$ cat src/rtl/core/positional_doubly_linked_list_core_assert.svh
// Assertion macros for the positional linked list core
`ifndef POSITIONAL_DOUBLY_LINKED_LIST_CORE_ASSERT_SVH
`define POSITIONAL_DOUBLY_LINKED_LIST_CORE_ASSERT_SVH
`ifndef SYNTHESIS
`define PDL_ASSERT_IMP(label, clk, rst, ante, cons, msg) \
   label: assert property (@(posedge clk) disable iff (rst) (ante) |-> (cons)) \
      else $error(msg);
`define PDL_ASSERT_NXT(label, clk, rst, ante, cons, msg) \
   label: assert property (@(posedge clk) disable iff (rst) (ante) |=> (cons)) \
      else $error(msg);
`else
`define PDL_ASSERT_IMP(label, clk, rst, ante, cons, msg)
`define PDL_ASSERT_NXT(label, clk, rst, ante, cons, msg)
`endif
`endif

$ cat src/rtl/core/pdll_pkg.sv
// Shared types and codes for the positional linked list core
`timescale 1ns / 1ps
package pdll_pkg;
   localparam logic [6:0] NIL = 7'd127;
   typedef enum logic [2:0] {
      CMD_INS_FRONT = 3'd0, CMD_INS_END = 3'd1, CMD_INS_POS = 3'd2,
      CMD_DEL_FRONT = 3'd3, CMD_DEL_END = 3'd4, CMD_DEL_POS = 3'd5,
      CMD_PRINT = 3'd6, CMD_NONE = 3'd7
   } cmd_type;
   typedef enum logic [1:0] {
      ST_OK = 2'd0, ST_EMPTY = 2'd1, ST_BADPOS = 2'd2, ST_FULL = 2'd3
   } status_type;
endpackage

$ cat src/rtl/core/positional_doubly_linked_list_core.sv
// Top level: linked list store, command sequencer and result register
//
// Ordered list of up to CAPACITY signed 32-bit values, held in synchronous
// memories with registered reads for values, forward links and backward
// links, plus a free-slot stack. One command at a time. Reaching position p
// walks the forward links, each entry taking an address state (S_WALK) and
// then a registered-read state (S_WALKW). An insert at the end walks the
// whole list. Delete at the front or the end starts from the head or the
// tail without a walk. Print sends one word per element, held by any stall
// on the result side. Rejected commands and an empty print go straight to
// the result state S_OUT.
// Results leave through a single output register; the next command is taken
// only once the current one has finished and its last word has been taken.
// No clearing pass is needed after reset: the free stack reads as slot
// order until written.
`timescale 1ns / 1ps
`include "positional_doubly_linked_list_core_assert.svh"
module positional_doubly_linked_list_core #(
   parameter int CAPACITY = 64
) (
   input  logic        clock,
   input  logic        reset,
   input  logic        req_tvalid,
   output logic        req_tready,
   input  logic [47:0] req_tdata,   // cmd[2:0], value[34:3], position[41:35], zero
   output logic        rsp_tvalid,
   input  logic        rsp_tready,
   output logic [39:0] rsp_tdata,   // status[1:0], element[33:2], zero
   output logic        rsp_tlast
);
   import pdll_pkg::*;
   localparam int AW = (CAPACITY > 1) ? $clog2(CAPACITY) : 1;

   typedef enum logic [3:0] {
      S_IDLE, S_WALK, S_WALKW, S_INS, S_INS2, S_DEL, S_DELW, S_DEL2,
      S_PRT, S_PRTW, S_OUT
   } state_type;

   logic [31:0]   val_mem  [CAPACITY];
   logic [6:0]    nxt_mem  [CAPACITY];
   logic [6:0]    prv_mem  [CAPACITY];
   logic [AW-1:0] free_mem [CAPACITY];
   logic [CAPACITY-1:0] free_wr_ff;

   state_type   state_ff;
   logic [2:0]  cmd_ff;
   logic [31:0] value_ff;
   logic [6:0]  pos_ff, cnt_ff, head_ff, tail_ff, cur_ff, idx_ff, bef_ff, new_ff;
   logic [AW-1:0] fslot_rd_ff;
   logic [6:0]  nxt_rd_ff, prv_rd_ff;
   logic [31:0] val_rd_ff;
   logic        rsp_valid_ff, rsp_last_ff;
   logic [1:0]  rsp_status_ff;
   logic [31:0] rsp_elem_ff;
   logic        rsp_load;

   // memory ports
   logic [AW-1:0] rd_addr;
   logic          nwe, pwe, vwe, fwe;
   logic [AW-1:0] nwa, pwa, fwa;
   logic [6:0]    nwd, pwd;
   logic [AW-1:0] fra, fwd;

   logic [2:0]  in_cmd;
   logic [6:0]  in_pos;
   assign in_cmd = req_tdata[2:0];
   assign in_pos = req_tdata[41:35];
   assign req_tready = (state_ff == S_IDLE) && !rsp_valid_ff;
   assign rsp_load = (state_ff == S_PRTW || state_ff == S_OUT) &&
                     (!rsp_valid_ff || rsp_tready);

   logic [6:0] cap7;
   assign cap7 = 7'(CAPACITY);
   logic [6:0] nfree;
   logic [6:0] nfree_m1;
   assign nfree = cap7 - cnt_ff;
   assign nfree_m1 = nfree - 7'd1;

   always_ff @(posedge clock) begin
      nxt_rd_ff <= nxt_mem[rd_addr];
      prv_rd_ff <= prv_mem[rd_addr];
      val_rd_ff <= val_mem[rd_addr];
      fslot_rd_ff <= free_wr_ff[fra] ? free_mem[fra] : AW'(CAPACITY - 1) - fra;
      if (nwe) nxt_mem[nwa] <= nwd;
      if (pwe) prv_mem[pwa] <= pwd;
      if (vwe) val_mem[new_ff[AW-1:0]] <= value_ff;
      if (fwe) free_mem[fwa] <= fwd;
   end
   assign fra = nfree_m1[AW-1:0];

   always_ff @(posedge clock) begin
      if (reset) free_wr_ff <= '0;
      else if (fwe) free_wr_ff[fwa] <= 1'b1;
   end

   // combinational control of the write ports
   always_comb begin
      rd_addr = cur_ff[AW-1:0];
      nwe = 1'b0; pwe = 1'b0; vwe = 1'b0; fwe = 1'b0;
      nwa = '0; pwa = '0; fwa = '0; nwd = NIL; pwd = NIL; fwd = '0;
      case (state_ff)
         S_INS: begin
            // new slot: value, links; neighbours fixed in S_INS2
            vwe = 1'b1;
            nwe = 1'b1; nwa = new_ff[AW-1:0];
            nwd = cur_ff;
            pwe = 1'b1; pwa = new_ff[AW-1:0]; pwd = bef_ff;
         end
         S_INS2: begin
            if (bef_ff != NIL) begin
               nwe = 1'b1; nwa = bef_ff[AW-1:0]; nwd = new_ff;
            end
            if (cur_ff != NIL) begin
               pwe = 1'b1; pwa = cur_ff[AW-1:0]; pwd = new_ff;
            end
         end
         S_DEL2: begin
            if (prv_rd_ff != NIL) begin
               nwe = 1'b1; nwa = prv_rd_ff[AW-1:0]; nwd = nxt_rd_ff;
            end
            if (nxt_rd_ff != NIL) begin
               pwe = 1'b1; pwa = nxt_rd_ff[AW-1:0]; pwd = prv_rd_ff;
            end
            fwe = 1'b1; fwa = nfree[AW-1:0]; fwd = cur_ff[AW-1:0];
         end
         default: ;
      endcase
   end

   always_ff @(posedge clock) begin
      if (reset) begin
         state_ff <= S_IDLE;
         cnt_ff <= '0;
         head_ff <= NIL;
         tail_ff <= NIL;
         rsp_valid_ff <= 1'b0;
      end else begin
         if (rsp_load) rsp_valid_ff <= 1'b1;
         else if (rsp_valid_ff && rsp_tready) rsp_valid_ff <= 1'b0;
         case (state_ff)
            S_IDLE: if (req_tvalid && req_tready) begin
               cmd_ff <= in_cmd;
               value_ff <= req_tdata[34:3];
               idx_ff <= '0;
               rsp_elem_ff <= '0;
               rsp_last_ff <= 1'b1;
               case (in_cmd)
                  CMD_INS_FRONT, CMD_INS_END, CMD_INS_POS: begin
                     pos_ff <= (in_cmd == CMD_INS_FRONT) ? 7'd0 :
                               (in_cmd == CMD_INS_END) ? cnt_ff : in_pos;
                     if (cnt_ff >= cap7) begin
                        rsp_status_ff <= ST_FULL; state_ff <= S_OUT;
                     end else if (in_cmd == CMD_INS_POS && in_pos > cnt_ff) begin
                        rsp_status_ff <= ST_BADPOS; state_ff <= S_OUT;
                     end else begin
                        rsp_status_ff <= ST_OK;
                        cur_ff <= head_ff;
                        bef_ff <= NIL;
                        state_ff <= S_WALK;
                     end
                  end
                  CMD_DEL_FRONT, CMD_DEL_END, CMD_DEL_POS: begin
                     // the end is reached through the tail, at walk distance zero
                     pos_ff <= (in_cmd == CMD_DEL_POS) ? in_pos : 7'd0;
                     if (cnt_ff == 7'd0) begin
                        rsp_status_ff <= ST_EMPTY; state_ff <= S_OUT;
                     end else if (in_cmd == CMD_DEL_POS && in_pos >= cnt_ff) begin
                        rsp_status_ff <= ST_BADPOS; state_ff <= S_OUT;
                     end else begin
                        rsp_status_ff <= ST_OK;
                        cur_ff <= (in_cmd == CMD_DEL_END) ? tail_ff : head_ff;
                        state_ff <= S_WALK;
                     end
                  end
                  CMD_PRINT: begin
                     if (cnt_ff == 7'd0 || head_ff == NIL) begin
                        rsp_status_ff <= ST_EMPTY; state_ff <= S_OUT;
                     end else begin
                        rsp_status_ff <= ST_OK;
                        cur_ff <= head_ff;
                        state_ff <= S_PRT;
                     end
                  end
                  default: ;
               endcase
            end
            // walk: for insert, stop when idx == pos (cur = after, bef = before)
            S_WALK: begin
               if (idx_ff == pos_ff) begin
                  if (cmd_ff <= 3'(CMD_INS_POS)) begin
                     new_ff <= {1'b0, 6'(fslot_rd_ff)};
                     state_ff <= S_WALKW;
                  end else state_ff <= S_DEL;
               end else state_ff <= S_WALKW;
            end
            S_WALKW: begin
               if (idx_ff == pos_ff) begin
                  state_ff <= S_INS;
               end else begin
                  bef_ff <= cur_ff;
                  cur_ff <= nxt_rd_ff;
                  idx_ff <= idx_ff + 7'd1;
                  state_ff <= S_WALK;
               end
            end
            S_INS: begin
               // cur is the after slot
               state_ff <= S_INS2;
            end
            S_INS2: begin
               if (bef_ff == NIL) head_ff <= new_ff;
               if (cur_ff == NIL) tail_ff <= new_ff;
               cnt_ff <= cnt_ff + 7'd1;
               state_ff <= S_OUT;
            end
            S_DEL: state_ff <= S_DELW;
            S_DELW: state_ff <= S_DEL2;
            S_DEL2: begin
               if (prv_rd_ff == NIL) head_ff <= nxt_rd_ff;
               if (nxt_rd_ff == NIL) tail_ff <= prv_rd_ff;
               cnt_ff <= cnt_ff - 7'd1;
               state_ff <= S_OUT;
            end
            S_PRT: state_ff <= S_PRTW;
            S_PRTW: if (rsp_load) begin
               rsp_status_ff <= ST_OK;
               rsp_elem_ff <= val_rd_ff;
               if (nxt_rd_ff == NIL || idx_ff + 7'd1 >= cnt_ff) begin
                  rsp_last_ff <= 1'b1;
                  state_ff <= S_IDLE;
               end else begin
                  rsp_last_ff <= 1'b0;
                  cur_ff <= nxt_rd_ff;
                  idx_ff <= idx_ff + 7'd1;
                  state_ff <= S_PRT;
               end
            end
            S_OUT: if (rsp_load) begin
               rsp_last_ff <= 1'b1;
               rsp_elem_ff <= '0;
               state_ff <= S_IDLE;
            end
            default: state_ff <= S_IDLE;
         endcase
      end
   end

   assign rsp_tvalid = rsp_valid_ff;
   assign rsp_tlast  = rsp_last_ff;
   assign rsp_tdata  = {6'd0, rsp_elem_ff, rsp_status_ff};

   `PDL_ASSERT_IMP(a_cnt_bound, clock, reset, 1'b1, cnt_ff <= cap7, "count beyond capacity")
   `PDL_ASSERT_IMP(a_empty_ends, clock, reset, cnt_ff == 7'd0,
      head_ff == NIL && tail_ff == NIL, "empty list with linked ends")
   `PDL_ASSERT_NXT(a_hold_rsp, clock, reset, rsp_valid_ff && !rsp_tready,
      rsp_valid_ff && $stable(rsp_tdata), "result word dropped")
endmodule
$ cat config.mk
export PLATFORM = sky130hd
export DESIGN_NAME = positional_doubly_linked_list_core
export DESIGN_NICKNAME = d
export VERILOG_FILES = /design/src/rtl/core/pdll_pkg.sv /design/src/rtl/core/positional_doubly_linked_list_core.sv
export VERILOG_INCLUDE_DIRS = /design/src /design/src/rtl/core
export SDC_FILE = /design/constraint.sdc
export NUM_CORES = 2
export LEC_CHECK = 0
export ABC_AREA = 1
export CORE_MARGIN = 2
export CORE_UTILIZATION = 57
export CTS_CLUSTER_DIAMETER = 30
export CTS_CLUSTER_SIZE = 30
export DETAILED_ROUTE_END_ITERATION = 6
export DONT_BUFFER_PORTS = 1
export PLACE_DENSITY = 0.75
export SLEW_MARGIN = 15
export SYNTH_ARGS = -nofsm -noshare
export SYNTH_HDL_FRONTEND = slang
export SYNTH_SLANG_ARGS = --single-unit
$ cat constraint.sdc
create_clock -name clock -period 4 [get_ports clock]
set_input_delay 0.4 -clock clock [delete_from_list [all_inputs] [get_ports clock]]
set_output_delay 0.4 -clock clock [all_outputs]
set_load 0.005 [all_outputs]
# [After elaboration in Yosys (flattened, before gate mapping)]
# Memory sizes are Yosys's and may differ from the RTL's. A register that Yosys moved wholly into a read port is not among the register bits.
# Index checks and enable logic that the tools add are counted.
[totals] ramBits=3328 output_inout_bits=43 memories=4 wordCells=220 register_bits=200 in_bits=52
[mem_list] memory="val_mem" words=64 word_bits=32 read_ports=1 rd_ports_with_merged_regs=1 wr=1 line_no="positional_doubly_linked_list_core.sv:39" text="logic [31:0] val_mem [CAPACITY];"
[mem_list] memory="nxt_mem" words=64 word_bits=7 read_ports=1 rd_ports_with_merged_regs=1 wr=1 line_no="positional_doubly_linked_list_core.sv:40" text="logic [6:0] nxt_mem [CAPACITY];"
[mem_list] memory="prv_mem" words=64 word_bits=7 read_ports=1 rd_ports_with_merged_regs=1 wr=1 line_no="positional_doubly_linked_list_core.sv:41" text="logic [6:0] prv_mem [CAPACITY];"
[mem_list] memory="free_mem" words=64 word_bits=6 read_ports=1 rd_ports_with_merged_regs=0 wr=1 line_no="positional_doubly_linked_list_core.sv:42" text="logic [AW-1:0] free_mem [CAPACITY];"
[classes] eq_ne=44 magnitude_cmp=8 n_reduce_logical=36 n_mux=103 add_sub_neg=6 bitwise=2
[ops] op="$mux 7" count=30
[ops] op="$pmux 7 s3" count=5
[ops] op="$mux 32" count=3
[ops] op="$pmux 32 s3" count=1
[ops] op="$pmux 7 s2" count=5
[ops] op="$or 64x64->64" count=1
[ops] op="$mux 6" count=7
[ops] op="$pmux 4 s10" count=1
[ops] op="$mux 4" count=9
[ops] op="$pmux 6 s3" count=2
[ops] op="$eq 7x7->1 const B" count=5
[ops] op="$ne 7x7->1 const B" count=4
[ops] op="$mux 1" count=23
[ops] op="$ne 2x2->1 const B" count=10
[ops] op="$eq 4x3->1 const B" count=4
[ops] op="$mux 2" count=8
[ops] op="$ne 3x3->1 const B" count=5
[ops] op="$add 7x1->7 const B" count=2
[ops] op="$ge 7x7->1" count=2
[ops] op="$lt 6x7->1 const B" count=2
[ops] op="$eq 4x4->1 const B" count=3
[ops] op="$pmux 4 s3" count=1
[ops] op="$reduce_and 12->1" count=1
[ops] op="$reduce_and 4->1" count=3
[ops] op="other kinds (37)" count=62

# [Longest topological paths before layout]
[logic_depth] ltp_word=7 mapped_depth=21

# [Worst setup path after synthesis]
# Ideal clock, no wire load.
[synth_path] kind="register to register" from="register state_ff[0]" to="register rsp_elem_ff[0] (enable)" arrival_time_ns=3.431 n_path_buf=0 period_less_slack_ns=3.905 setup_ns=0.474 setup_slack_ns=0.095 t_required_ns=3.526 stages_incl_launch_ff=7 cell_sequence="dfxtp_1 > inv_1 > nor2_1 > inv_1 > nor2_2 > nor2_1 > a211oi_1"
[synth_via] elab_chain_cells=5 elab_cells_between_ends=12 cone_classes="5 x eq/ne; 7 x reduce/logical"
[synth_lines] element="start, declared" line_no="positional_doubly_linked_list_core.sv:45" text="state_type state_ff;"
[synth_lines] element="start signal, assigned" line_no="positional_doubly_linked_list_core.sv:132" text="state_ff <= S_IDLE;"
[synth_lines] element="start signal, assigned" line_no="positional_doubly_linked_list_core.sv:152" text="rsp_status_ff <= ST_FULL; state_ff <= S_OUT;"
[synth_lines] element="start signal, assigned" line_no="positional_doubly_linked_list_core.sv:154" text="rsp_status_ff <= ST_BADPOS; state_ff <= S_OUT;"
[synth_lines] element="$eq 4x4->1 / $logic_not 4->1 (equally long branches)" line_no="positional_doubly_linked_list_core.sv:69, positional_doubly_linked_list_core.sv:140, positional_doubly_linked_list_core.sv:68"
[synth_lines] element="$logic_or 1x1->1 / $logic_and 1x1->1 (equally long branches)" line_no="positional_doubly_linked_list_core.sv:69, positional_doubly_linked_list_core.sv:68"
[synth_lines] element="$logic_and 1x1->1, on equally long branches" line_no="positional_doubly_linked_list_core.sv:69, positional_doubly_linked_list_core.sv:141"
[synth_lines] element="$ne 2x2->1 (no source line) / $ne 2x1->1 (equally long branches)"
[synth_lines] element="$reduce_and 5->1 (no source line) *"
[synth_lines] element="end signal, assigned" line_no="positional_doubly_linked_list_core.sv:227" text="rsp_elem_ff <= val_rd_ff;"
[synth_lines] element="end, declared" line_no="positional_doubly_linked_list_core.sv:54" text="logic [31:0] rsp_elem_ff;"
# Every way passes the cells marked *; elsewhere a longest branch is shown, timed or not.
# A chain may end at the register's enable or synchronous reset.

# [Worst setup path in the final report]
[layout_path] from="register state_ff[2]" to="memory nxt_mem[1][4] (enable)"
[layout_via] elab_chain_cells=4 elab_cells_between_ends=7 cone_classes="3 x eq/ne; 4 x mux"
[layout_lines] element="$eq 4x3->1 / $eq 4x2->1 (equally long branches)" line_no="positional_doubly_linked_list_core.sv:101" text="case (state_ff)"
[layout_lines] element="$pmux 1 s3" line_no="positional_doubly_linked_list_core.sv:101"
[layout_lines] element="$mux 1" line_no="positional_doubly_linked_list_core.sv:84" text="if (nwe) nxt_mem[nwa] <= nwd;"
[layout_lines] element="$mux 1 (implied by the code)" line_no="positional_doubly_linked_list_core.sv:84"
[layout_lines] element="end, declared" line_no="positional_doubly_linked_list_core.sv:40"
# Several ways; a longest one is shown, not always the timed one.

==> out/metrics.csv <==
stage,metric,value,unit
synth,yosys_warnings,0,
timing,final.setup.tns,0,ps
cts,path_clk_slew,50,ps
worst_setup_path,crit_arrival,4070,ps
worst_hold_path,hold_class,primary input to register,
cts,cts_buffers,573,
worst_setup_path,path_cells,nor2_1 > inv_2 > nor2_4 > inv_2 > nor2_2 > nor3_2 > inv_1 > nor2_1 > nand2_1 > nor2_1,
routing,first_pass_iters,7,
routing,drt_iter0_markers,16000,
routing,routed_via_density,6.43,
timing,hold_viol,0,
cts,root_buffer,clkbuf_16,
global_routing,antenna_found_initial,14,
routing,postRouteAntennaNets,0,
synth,synthDistinctLibCells,59,
routing,drt_wl_total,406000,um
worst_setup_path,ff2ff_path_depth,10,
power,p_per_area,592,nW/um^2
worst_setup_path,cpPeakStageDelay,630,ps
worst_setup_path,start_kind,register,
cts,post_cts_resized,0,
power,ir_drop,0.687,mV
floorplan,dieArea,253000,sq um
synth,ys_seq_area_share,74.7,%
worst_setup_path,r2r-start,state_ff[2],
layout,syn_to_final_growth,17.6,%
routing,avgRoutedWirePerCell,26.6,um
worst_setup_path,worstSetupPathType,register to register,
layout,mostFrequentLayoutCells,"edfxtp_1 (3432), nor2_1 (1940), o21ai_0 (1546)",
worst_setup_path,r2r_end,nxt_mem[1][4],
synth,yosys-top-cells-area,"edfxtp_1 (73%), o21ai_0 (5.5%), nor2_1 (5.3%)",
cts,postCtsHoldBufs,47,
worst_setup_path,crit_path_max_fanout,15,
worst_hold_path,holdPathEnd,rsp_status_ff[1],
placement,place_congestion,0.951,
routing,drc_errors,1,
power,p_leak,0.0580,uW
global_routing,track_usage,31.5,%
synth,synth_top_area_share,72.7,%
global_routing,grt_max_degree,169,
worst_setup_path,crit_path_top_delay_cell,nor2_1,
worst_setup_path,critical_path.top_delay_family,simple AND/OR/NAND/NOR gates,
synth,syn-cell-area,142000,sq um
synth,ys_ff_latch,3574,
timing,finalCritPeriodShare,87.8,%
floorplan,pin_count,95,
global_routing,grt_pass1_vias,97000,
routing,route.vias.total,98200,
timing,fmax,285,MHz
timing,max_slew_margin,17.0,%
cts,cts_tree,built,
worst_hold_path,min_from,req_tdata[1],
worst_setup_path,crit_buf_inv,3,
floorplan,core,248000,sq um
floorplan,die_x,503,um
timing,setup_viol,0,
cts,cts_setup_buffers,0,
cts,h-tree-depth,6,
timing,finalClockSkew,51.7,ps
worst_setup_path,cp_data_required_time,4560,ps
timing,period_minus_slack,3510,ps
timing,holdWs,49.3,ps
timing,worstMarginPinSlew,1240,ps
global_routing,grt_pass1_wl,595000,um
global_routing,grt_overflow,0,
status,violations,design-rule violations,
worst_hold_path,whs_path_depth,6,
timing,grt_setup_unrepaired,false,
timing,finalMaxSlewViolations,0,
synth,async_flop_share,0,%
placement,dp.final_hpwl,214000,um
floorplan,start_util,57.2,%
synth,synth.avg_cell_area,12.6,sq um
synth,synthFlopType,edfxtp_1,
cts,numClockSinks,3574,
worst_setup_path,cp-end-kind,register,
synth,synth_edf_count,3432,
job,maxCapViolCount,0,
placement,port_buffers,0,
floorplan,row_count,183,
floorplan,die_h,503,um
layout,finalNetCount,11600,
synth,synth_top_area_cell,edfxtp_1,
power,power.total,98600,uW
worst_setup_path,cpMostUsedCell,nor2_1,
layout,drive_above_1_share,11.7,%
cts,clkLatencyLatePin,980,ps
synth,synthCells,11300,
worst_setup_path,r2r_setup_slack,490,ps
cts,cts_buffer_depth,4,
status,outcome,"complete, but fails checks",
layout,layout_commonest_cell,edfxtp_1,
-- registers in the layout, summed over array words and instances, names as in the netlist, 2 cells and up --
name           count
free_wr_ff        64
free_mem         384
idx_ff             7
fslot_rd_ff        6
val_rd_ff         32
pos_ff             7
new_ff             6
bef_ff             7
nxt_rd_ff          7
head_ff            7
value_ff          32
rsp_elem_ff       32
cnt_ff             7
nxt_mem          448
val_mem         2048
cmd_ff             3
rsp_status_ff      2
state_ff           4
prv_mem          448
prv_rd_ff          7
tail_ff            7
cur_ff             7
-- through the flow --
stage	setup slack, ps	cells	utilization [%]	instance area (sq um)
after CTS	595	15300	67.2	167000
after detailed placement	654	14200	59.2	147000
after floorplan	94.9	11300	-	142000
after global routing	407	15300	67.2	167000
final	487	15300	67.2	167000
after global placement	754	14200	59.2	147000
-- worst min-delay path: cells and delay by family --
| family | cells | cell delay (ps) |
|---|---|---|
| AND/OR/NAND/NOR | 4 | 310 |
| AO/OA/AOI/OAI | 2 | 100 |
-- logic make-up after synthesis --
| logic type | after synthesis | synth area share (%) |
|---|---|---|
| other | 1 | 0.00265 |
| adder cells (fa/ha/maj) | 22 | 0.200 |
| XOR/XNOR | 20 | 0.139 |
| buffers and inverters | 1094 | 3.16 |
| AND/OR/NAND/NOR | 3988 | 11.5 |
| AO/OA/AOI/OAI | 2551 | 10.3 |
| flip-flops | 3574 | 74.7 |
-- power by group --
part	switching (uW)	internal, uW	total (uW)
logic	5390	1740	7130
registers	310	41500	41900
clock network	17500	32100	49600
-- how the worst max path moves through the flow --
stage | start | to | cells past startpoint
5_1_grt | state_ff[0] | nxt_mem[62][1] | 9
3_5_place_dp | state_ff[2] | nxt_mem[54][4] | 10
4_1_cts | state_ff[2] | nxt_mem[54][4] | 10
2_1_floorplan | state_ff[0] | rsp_elem_ff[0] | 6
3_3_place_gp | state_ff[0] | nxt_mem[54][1] | 10
6_report | state_ff[2] | nxt_mem[1][4] | 10
-- synthesized netlist by cell type, types with 3 or more instances --
cell,n
a21oi_1,174
and2_1,3
buf_1,36
buf_2,185
buf_4,19
buf_6,8
clkbuf_1,461
clkinv_1,3
dfxtp_1,142
edfxtp_1,3432
ha_1,21
inv_1,360
inv_2,18
nand2_1,1298
nand2_2,20
nand3_1,519
nand3_2,5
nand3b_1,50
nand4_1,28
nor2_1,2014
nor2_2,12
nor2_4,10
nor2_8,3
nor3_1,7
nor3_2,5
nor4_1,5
o2111ai_1,12
o211ai_1,164
o21a_1,9
o21ai_0,1546
o21ai_1,5
o21ai_2,3
o221ai_1,208
o22ai_1,419
xnor2_1,3
xor2_1,14
-- final cells by class --
| type | instances | area (sq um) |
|---|---|---|
| clock inverters | 358 | 4120 |
| diodes | 2 | 5.00 |
| flip-flops and latches | 3574 | 106000 |
| repair buffers | 368 | 3610 |
| multi-input cells | 6587 | 32200 |
| clock buffers | 666 | 15200 |
| inverters | 383 | 1490 |
| well taps | 3330 | 4170 |
| fillers | 15800 | 81400 |
-- metal layers --
layer / global-route usage, % / wire [um] / vias to the layer above
li1: - / - / 41500
met1: 40.1 / 140000 / 47700
met2: 49.8 / 189000 / 7557
met3: 7.27 / 51000 / 1444
met4: 18.4 / 25900 / 6
met5: 0 / 50 / -
Note: power is estimated with default switching activity, not from simulation.
